[src/rtl/sgn_pkg.sv]
// ----------------------------------------------------------------------------
// sgn_pkg
// Shared types and constants of the Sobel gradient / non-maximum suppression block.
// ----------------------------------------------------------------------------
package sgn_pkg;

   localparam int MAX_WIDTH_DEFAULT = 2048;

   localparam int GRAY_W  = 8;
   localparam int MAG_W   = 11;
   localparam int DIR_W   = 2;
   localparam int CFG_W   = 12;
   localparam int ROW_W   = 13;   // row counter runs two rows past the frame
   localparam int SUM_W   = 10;   // one side of the Sobel kernel, at most 1020
   localparam int SQ_W    = 20;
   localparam int RAD_W   = 22;
   localparam int ROOT_W  = 11;
   localparam int REM_W   = 12;
   localparam int STEP_W  = 4;
   localparam int SQRT_STEPS = 11;
   localparam int CSR_IDX_W  = 2;

   localparam logic [CFG_W-1:0] WIDTH_RESET  = 12'd640;
   localparam logic [CFG_W-1:0] HEIGHT_RESET = 12'd480;

   localparam logic [CSR_IDX_W-1:0] REG_FRAME_WIDTH  = 2'd0;
   localparam logic [CSR_IDX_W-1:0] REG_FRAME_HEIGHT = 2'd1;

   localparam logic [DIR_W-1:0] DIR_0   = 2'd0;
   localparam logic [DIR_W-1:0] DIR_45  = 2'd1;
   localparam logic [DIR_W-1:0] DIR_90  = 2'd2;
   localparam logic [DIR_W-1:0] DIR_135 = 2'd3;

   typedef enum logic [2:0] {
      ST_IDLE,
      ST_GRAD,
      ST_SQUARE,
      ST_SUM,
      ST_ROOT,
      ST_MAG,
      ST_NMS
   } sgn_state_type;

   typedef struct packed {
      logic start;
      logic done;
   } sgn_sqrt_ctl_type;

endpackage

[src/rtl/sgn_isqrt.sv]
// ----------------------------------------------------------------------------
// sgn_isqrt
// Digit-by-digit integer square root, two radicand bits per cycle.
// ----------------------------------------------------------------------------
module sgn_isqrt (
   input  logic                          clock,
   input  logic                          reset,
   input  logic                          start,
   input  logic [sgn_pkg::RAD_W-1:0]     radicand,
   output logic                          done,
   output logic [sgn_pkg::ROOT_W-1:0]    root
);

   logic [sgn_pkg::RAD_W-1:0]  rad_ff;
   logic [sgn_pkg::REM_W-1:0]  rem_ff;
   logic [sgn_pkg::ROOT_W-1:0] root_ff;
   logic [sgn_pkg::STEP_W-1:0] cnt_ff;
   logic                       busy_ff;
   logic                       done_ff;
   logic [sgn_pkg::REM_W+1:0]  rem_in;
   logic [sgn_pkg::REM_W+1:0]  trial;
   logic                       take;

   always_comb begin
      rem_in = {rem_ff, rad_ff[sgn_pkg::RAD_W-1 -: 2]};
      trial  = (sgn_pkg::REM_W+2)'({root_ff, 2'b01});
      take   = (rem_in >= trial);
   end

   always_ff @(posedge clock) begin
      if (reset) begin
         busy_ff <= 1'b0;
         done_ff <= 1'b0;
         cnt_ff  <= '0;
      end else begin
         done_ff <= 1'b0;
         if (start) begin
            busy_ff <= 1'b1;
            cnt_ff  <= '0;
         end else if (busy_ff) begin
            cnt_ff <= cnt_ff + 1'b1;
            if (cnt_ff == sgn_pkg::STEP_W'(sgn_pkg::SQRT_STEPS - 1)) begin
               busy_ff <= 1'b0;
               done_ff <= 1'b1;
            end
         end
      end
   end

   always_ff @(posedge clock) begin
      if (start) begin
         rad_ff  <= radicand;
         rem_ff  <= '0;
         root_ff <= '0;
      end else if (busy_ff) begin
         rad_ff <= {rad_ff[sgn_pkg::RAD_W-3:0], 2'b00};
         if (take) begin
            rem_ff  <= sgn_pkg::REM_W'(rem_in - trial);
            root_ff <= {root_ff[sgn_pkg::ROOT_W-2:0], 1'b1};
         end else begin
            rem_ff  <= sgn_pkg::REM_W'(rem_in);
            root_ff <= {root_ff[sgn_pkg::ROOT_W-2:0], 1'b0};
         end
      end
   end

   assign done = done_ff;
   assign root = root_ff;

endmodule

[config.mk]
export PLATFORM = sky130hd
export DESIGN_NAME = sgn_isqrt
export DESIGN_NICKNAME = d
export VERILOG_FILES = /design/src/rtl/sgn_pkg.sv /design/src/rtl/sgn_isqrt.sv
export SDC_FILE = /design/constraint.sdc
export NUM_CORES = 1
export LEC_CHECK = 0
export BUFFER_PORTS_ARGS = -buffer_cell sky130_fd_sc_hd__buf_2
export CAP_MARGIN = 25
export CORE_MARGIN = 3
export CORE_UTILIZATION = 45
export DETAILED_ROUTE_END_ITERATION = 10
export HOLD_SLACK_MARGIN = 0.15
export PLACE_DENSITY = 0.69
export SYNTH_ARGS = -nofsm -noshare
export SYNTH_HDL_FRONTEND = slang
export SYNTH_SLANG_ARGS = --single-unit
[constraint.sdc]
create_clock -name clock -period 5.6 [get_ports clock]
set_input_delay 1.12 -clock clock [delete_from_list [all_inputs] [get_ports clock]]
set_output_delay 1.12 -clock clock [all_outputs]
set_load 0.02 [all_outputs]
Yosys cells after proc, flatten, opt, wreduce, memory -nomap -nowiden --
Index checks and enable logic that the tools add are counted.
Storage, ports and cells: bits in registers 51, latch bits 0, bits in writable memories 0, bits in read-only memories 0, bits of input ports 25, output and inout bits 12, logic and storage cells 22, memories kept 0
Operators by class: $add $sub $neg 2, multiply operators 0, divide/modulo/power cells 0, magnitude comparators 1, eq/ne operators 1, shift operators 0, muxes and demuxes 8, bitwise gates (word level) 1, reductions and logical operators 3
Operator list (count):
- 22-bit two-way mux | 2
- 14-bit by 13-bit greater-or-equal comparator with 1-bit output | 1
- 12-bit two-way mux | 1
- 12-bit subtractor | 1
- 1-bit two-way mux | 5
- 4-bit by 1-bit adder with 4-bit output (second input constant) | 1
- 4-bit equality test (second input constant) | 1
- 3-bit OR reduction | 1
- 2-bit nonzero test | 1
- 2-bit OR reduction | 1
- 1-bit NOT | 1

Longest topological paths before layout --
depth after elaboration 4, mapped depth 11, depth with buffers taken out 8

Worst setup path after synthesis --
No wires, ideal clock.
kind reg2reg, start register root_ff (netlist bit root[1]), end register rem_ff[10] (netlist bit), library setup time 0.106 ns, arrival time 2.268 ns, required time 5.494 ns, path slack 3.226 ns, cell stages (with the launch flop) 11, buffers on the path 2, clock period less this slack 2.374 ns, cell sequence dfxtp_1 > inv_1 > ha_1 > o21a_1 > a21boi_4 > o311a_1 > nor3_2 > buf_6 > buf_4 > nand4b_1 > o311ai_0
Between the ends: cells in the longest elaborated chain, start to end 2, elaborated cells between the ends (all ways) 3, those cells by class add/sub (1); order compare (1); mux (1)
Ends and longest elaborated chain:
- start, declared | RTL line sgn_isqrt.sv:16 | logic [sgn_pkg::ROOT_W-1:0] root_ff;
- start signal, assigned | RTL line sgn_isqrt.sv:59 | root_ff <= {root_ff[sgn_pkg::ROOT_W-2:0], 1'b1};
- start signal, assigned | RTL line sgn_isqrt.sv:62 | root_ff <= {root_ff[sgn_pkg::ROOT_W-2:0], 1'b0};
- 12-bit subtractor or 14-bit by 13-bit greater-or-equal comparator with 1-bit output (tied branches) | RTL line sgn_isqrt.sv:58, sgn_isqrt.sv:27
- 12-bit two-way mux (*) | RTL line sgn_isqrt.sv:57 | if (take) begin
- end signal, assigned | RTL line sgn_isqrt.sv:58 | rem_ff <= sgn_pkg::REM_W'(rem_in - trial);
- end signal, assigned | RTL line sgn_isqrt.sv:61 | rem_ff <= sgn_pkg::REM_W'(rem_in);
- end, declared | RTL line sgn_isqrt.sv:15 | logic [sgn_pkg::REM_W-1:0] rem_ff;
Every way passes the cells marked *; elsewhere a longest branch is shown, timed or not. A chain may end at the register's enable or synchronous reset.

Worst setup path after layout --
start register root_ff (netlist bit root[1]), end register rem_ff[6] (netlist bit)
Same word-level chain as after synthesis.

==> run summary <==
Compared with the post-synthesis result, the final layout area differs by 12.9%. The worst-case IR drop observed on VDD is 0.269 mV. The die covers 7050 um2. The total setup buffers inserted after CTS was 0; the slack of the worst reg-to-reg path was 3160 ps. For this run the aggregate overflow at the end of global routing stands at 0. In the routed design, unresolved DRC markers number 0. The cell area after synthesis came out at 2740 um2. In this run, placement finished with an instance count of 358. Counting every net in the synthesized netlist gives 302. After technology mapping, the gate count stands at 262.

The analysis attributes to cell leakage a power of 1.27 nW. Number of routed nets with antenna violations: 0. The cell type of the slowest stage on the worst timing path was sky130_fd_sc_hd__dfxtp_1. Setup violations remaining at the end of the flow were counted as 0. The floorplan step set the die width to 84.0 um.

The pre-CTS worst setup slack was 2680 ps. The run gives 27 as the total number of placement rows. The worst hold path belongs to the class reg -> reg. The H-tree was split into 2 levels.

Wire length reported by the detailed router: 4980 um. The worst setup path is of the reg -> reg kind. For the worst setup path, the data arrival time is 2660 ps. The number of buffers inserted by port buffering came out at 36. The clock slew at the register clock pins of the worst setup and hold paths is 90 ps, and the pin count of the biggest net entering global routing is 60. On the final layout, the worst clock skew is 5.56 ps.

The number of antenna diodes in the final layout is 0. Setup repair after global routing left no endpoint under its margin. For the tightest slew margin relative to the limit, the log shows 66.1%.

In this run the clock root is driven by a sky130_fd_sc_hd__clkbuf_8. For the worst-case clock buffer depth, the log shows 2. The Yosys step of the flow raised 0 warnings. During I/O placement, the number of pins put on the boundary was 37. The detailed-router iteration count before antenna repair is 4. The run gives 0.840 as the routability-driven placement congestion ratio. Buffers inserted to repair hold after CTS numbered 0.

For this block, the initial DRC count from the detailed router was 72. The initial antenna violation count came out at 0. The reported max-cap violation count was 0.

After the last flow step, the layout net total stands at 334. The y dimension of the die came out at 84.0 um. The total placed instance area was 2960 um2. The run gives 46 as the count of unique library cells instantiated by Yosys. The number of hold-slack violations in the final timing report is 0, and the number of synthesized register bits is 51.

The initial core utilization is 47.9%, and the required time at the worst-slack endpoint is 5810 ps. Power comes to 1.41 mW. Power spread over the standard cell area amounts to 457 nW/um2.

The transition at the pin with the smallest max-transition slack was 509 ps; the worst hold slack across all endpoints was 521 ps. The total negative slack for setup checks is 0 ps. Global routing used 14.3% of the available tracks across all layers. The run gives 45.4% as the sequential-to-total area share from yosys stat.

TritonCTS built the clock tree. Dividing the detail-routed wire length by the instance count gives 13.6 um. The tools report the first-pass GRT wire length as 8430 um. STA classifies the critical path startpoint as a flop.

Post-CTS repair changed the size of 0 cells. The number of max-slew violations in the final report was 0. Measured on the finished design, the core utilization comes to 54.1%. The post-DP HPWL came out at 3450 um.

Detail-routed via count per cell: 5.39. On the worst path, the slowest cell contributes a delay of 400 ps. Once routing completed, OpenROAD measured the worst setup slack at 3160 ps. The area of all placed cells without fillers was 3090 um2; the via count of the first global-routing pass was 1,818. The routed layout has 1,978 vias.

The count of cells in the finished layout, fillers not included, comes to 367. Clock latency on the worst-skew pair, taken at its later pin, is 300 ps. The final critical path takes up 43.6% of the cycle.

Counting the buffers created by CTS gives 5. STA classifies the critical path endpoint as a flop. Time the final worst path needs with I/O delays and setup: 2440 ps. Static timing analysis puts the maximum clock frequency at 409 MHz.

The total area inside the core boundary comes to 5710 um2. Traced cell by cell, the critical path runs through inv_1, ha_1, o21a_1, a21boi_4, o311a_1, nor3_2, buf_4, and4b_1, nor4_1. Critical-path maximum fanout: 21. A synthesized cell averages 10.4 um2. For this design, the sink count on the clock tree is 51. The flow ran to the end, and the final reports show no timing, DRC or antenna violations. The fraction of layout instances using a drive strength above 1 came out at 24.1%.
==> critical path, delay by kind of cell, from the launching register on <==
family,cells,cell delay (ps)
AO/OA/AOI/OAI,3,740
AND/OR/NAND/NOR,3,530
flip-flops,1,400
adder cells (fa/ha/maj),1,350
buffers and inverters,2,340
==> kinds of logic (layout without fill, tap and decap cells) <==
group                      Yosys count  in the layout  synth area share, %
and+or+nand+nor                     77             77                 14.9
DFF                                 51             51                 45.4
AOI/OAI and AO/OA                   42             42                 11.2
muxes                               34             34                 13.4
buffers and inverters               32             65                 4.80
adders and majority gates           15             15                 6.86
xor gates and xnor gates            11             11                 3.52
==> flip-flops by register name (all words and copies together), names as in the netlist <==
register and cells:
rad_ff 22, cnt_ff 4, done 1, root 11
busy_ff 1, rem_ff 12
==> cell usage after synthesis, drive strengths merged <==
cell type / count / area (um2)
xnor2: 7 / 61.3
o221ai: 2 / 17.5
and4b: 2 / 20.0
a21oi: 10 / 50.1
mux2i: 14 / 140
buf: 6 / 33.8
a2111oi: 1 / 8.76
or3: 2 / 12.5
o21a: 4 / 30.0
nand3b: 1 / 7.51
xor2: 4 / 35.0
a221oi: 1 / 8.76
o31ai: 4 / 30.0
nor4: 2 / 12.5
or2: 2 / 12.5
a211o: 3 / 26.3
nand3: 1 / 5.00
nor3: 6 / 35.0
o22ai: 1 / 6.26
or3b: 1 / 8.76
a211oi: 7 / 52.6
clkbuf: 8 / 30.0
mux2: 20 / 225
nor4b: 3 / 26.3
nand4b: 1 / 8.76
o21ai: 4 / 20.0
nor2: 32 / 120
dfxtp: 29 / 581
nand2b: 3 / 18.8
a41o: 1 / 10.0
nor2b: 1 / 6.26
nand2: 9 / 33.8
inv: 18 / 67.6
nand4: 2 / 12.5
o311a: 1 / 10.0
nor3b: 5 / 37.5
and3b: 2 / 17.5
a21o: 1 / 7.51
and2: 2 / 12.5
o311ai: 1 / 8.76
a21boi: 1 / 18.8
edfxtp: 22 / 661
ha: 15 / 188
==> cells in the final DEF, fill, tap and decap left out, types with 2 or more instances in the layout <==
cell,instances
sky130_fd_sc_hd__buf_2,36
sky130_fd_sc_hd__nor2_1,32
sky130_fd_sc_hd__dfxtp_1,29
sky130_fd_sc_hd__edfxtp_1,22
sky130_fd_sc_hd__mux2_2,20
sky130_fd_sc_hd__inv_1,18
sky130_fd_sc_hd__ha_1,15
sky130_fd_sc_hd__mux2i_1,14
sky130_fd_sc_hd__a21oi_1,10
sky130_fd_sc_hd__nand2_1,9
sky130_fd_sc_hd__xnor2_1,7
sky130_fd_sc_hd__a211oi_1,7
sky130_fd_sc_hd__nor3_1,5
sky130_fd_sc_hd__nor3b_1,5
sky130_fd_sc_hd__clkbuf_8,5
sky130_fd_sc_hd__xor2_1,4
sky130_fd_sc_hd__o21a_1,4
sky130_fd_sc_hd__o21ai_0,4
sky130_fd_sc_hd__o31ai_1,4
sky130_fd_sc_hd__nand2b_1,3
sky130_fd_sc_hd__a211o_1,3
sky130_fd_sc_hd__nor4b_1,3
sky130_fd_sc_hd__or2_2,2
sky130_fd_sc_hd__nand4_1,2
sky130_fd_sc_hd__and4b_1,2
sky130_fd_sc_hd__or3_1,2
sky130_fd_sc_hd__o221ai_1,2
sky130_fd_sc_hd__and2_1,2
sky130_fd_sc_hd__and3b_1,2
sky130_fd_sc_hd__nor4_1,2
sky130_fd_sc_hd__buf_4,2
==> routing by layer <==
layer	track usage [%]	part of all wire, %	routed length, um	up-vias
li1	-	-	-	1012
met1	20.3	50	2470	923
met2	22.3	45	2240	35
met3	3.16	4.0	200	8
met4	3.51	1.4	70	0
met5	0	0	0	-
==> cell type report <==
cell class | count | area, um2
Clock inverter | 2 | 37.5
Tap cell | 72 | 90.1
Inverter | 18 | 67.6
Sequential cell | 51 | 1240
Fill cell | 537 | 2620
Timing Repair Buffer | 39 | 215
Multi-Input combinational cell | 179 | 1360
Clock buffer | 6 | 72.6
==> power by group <==
part	switching (mW)	total (mW)	internal, mW
sequential	0.0382	0.484	0.446
clock	0.122	0.256	0.133
combinational	0.358	0.670	0.311
==> path summary, 6_finish.rpt <==
| check | from | endpoint | cells after the start |
|---|---|---|---|
| max | root[1]$_SDFFE_PP0P_ | rem_ff[6]$_SDFFE_PP0P_ | 9 |
| min | rem_ff[2]$_SDFFE_PP0P_ | rem_ff[2]$_SDFFE_PP0P_ | 2 |
| max reg2reg | root[1]$_SDFFE_PP0P_ | rem_ff[6]$_SDFFE_PP0P_ | 9 |
| min reg2reg | rem_ff[2]$_SDFFE_PP0P_ | rem_ff[2]$_SDFFE_PP0P_ | 2 |
No activity file was read; power rests on OpenSTA's default activity.
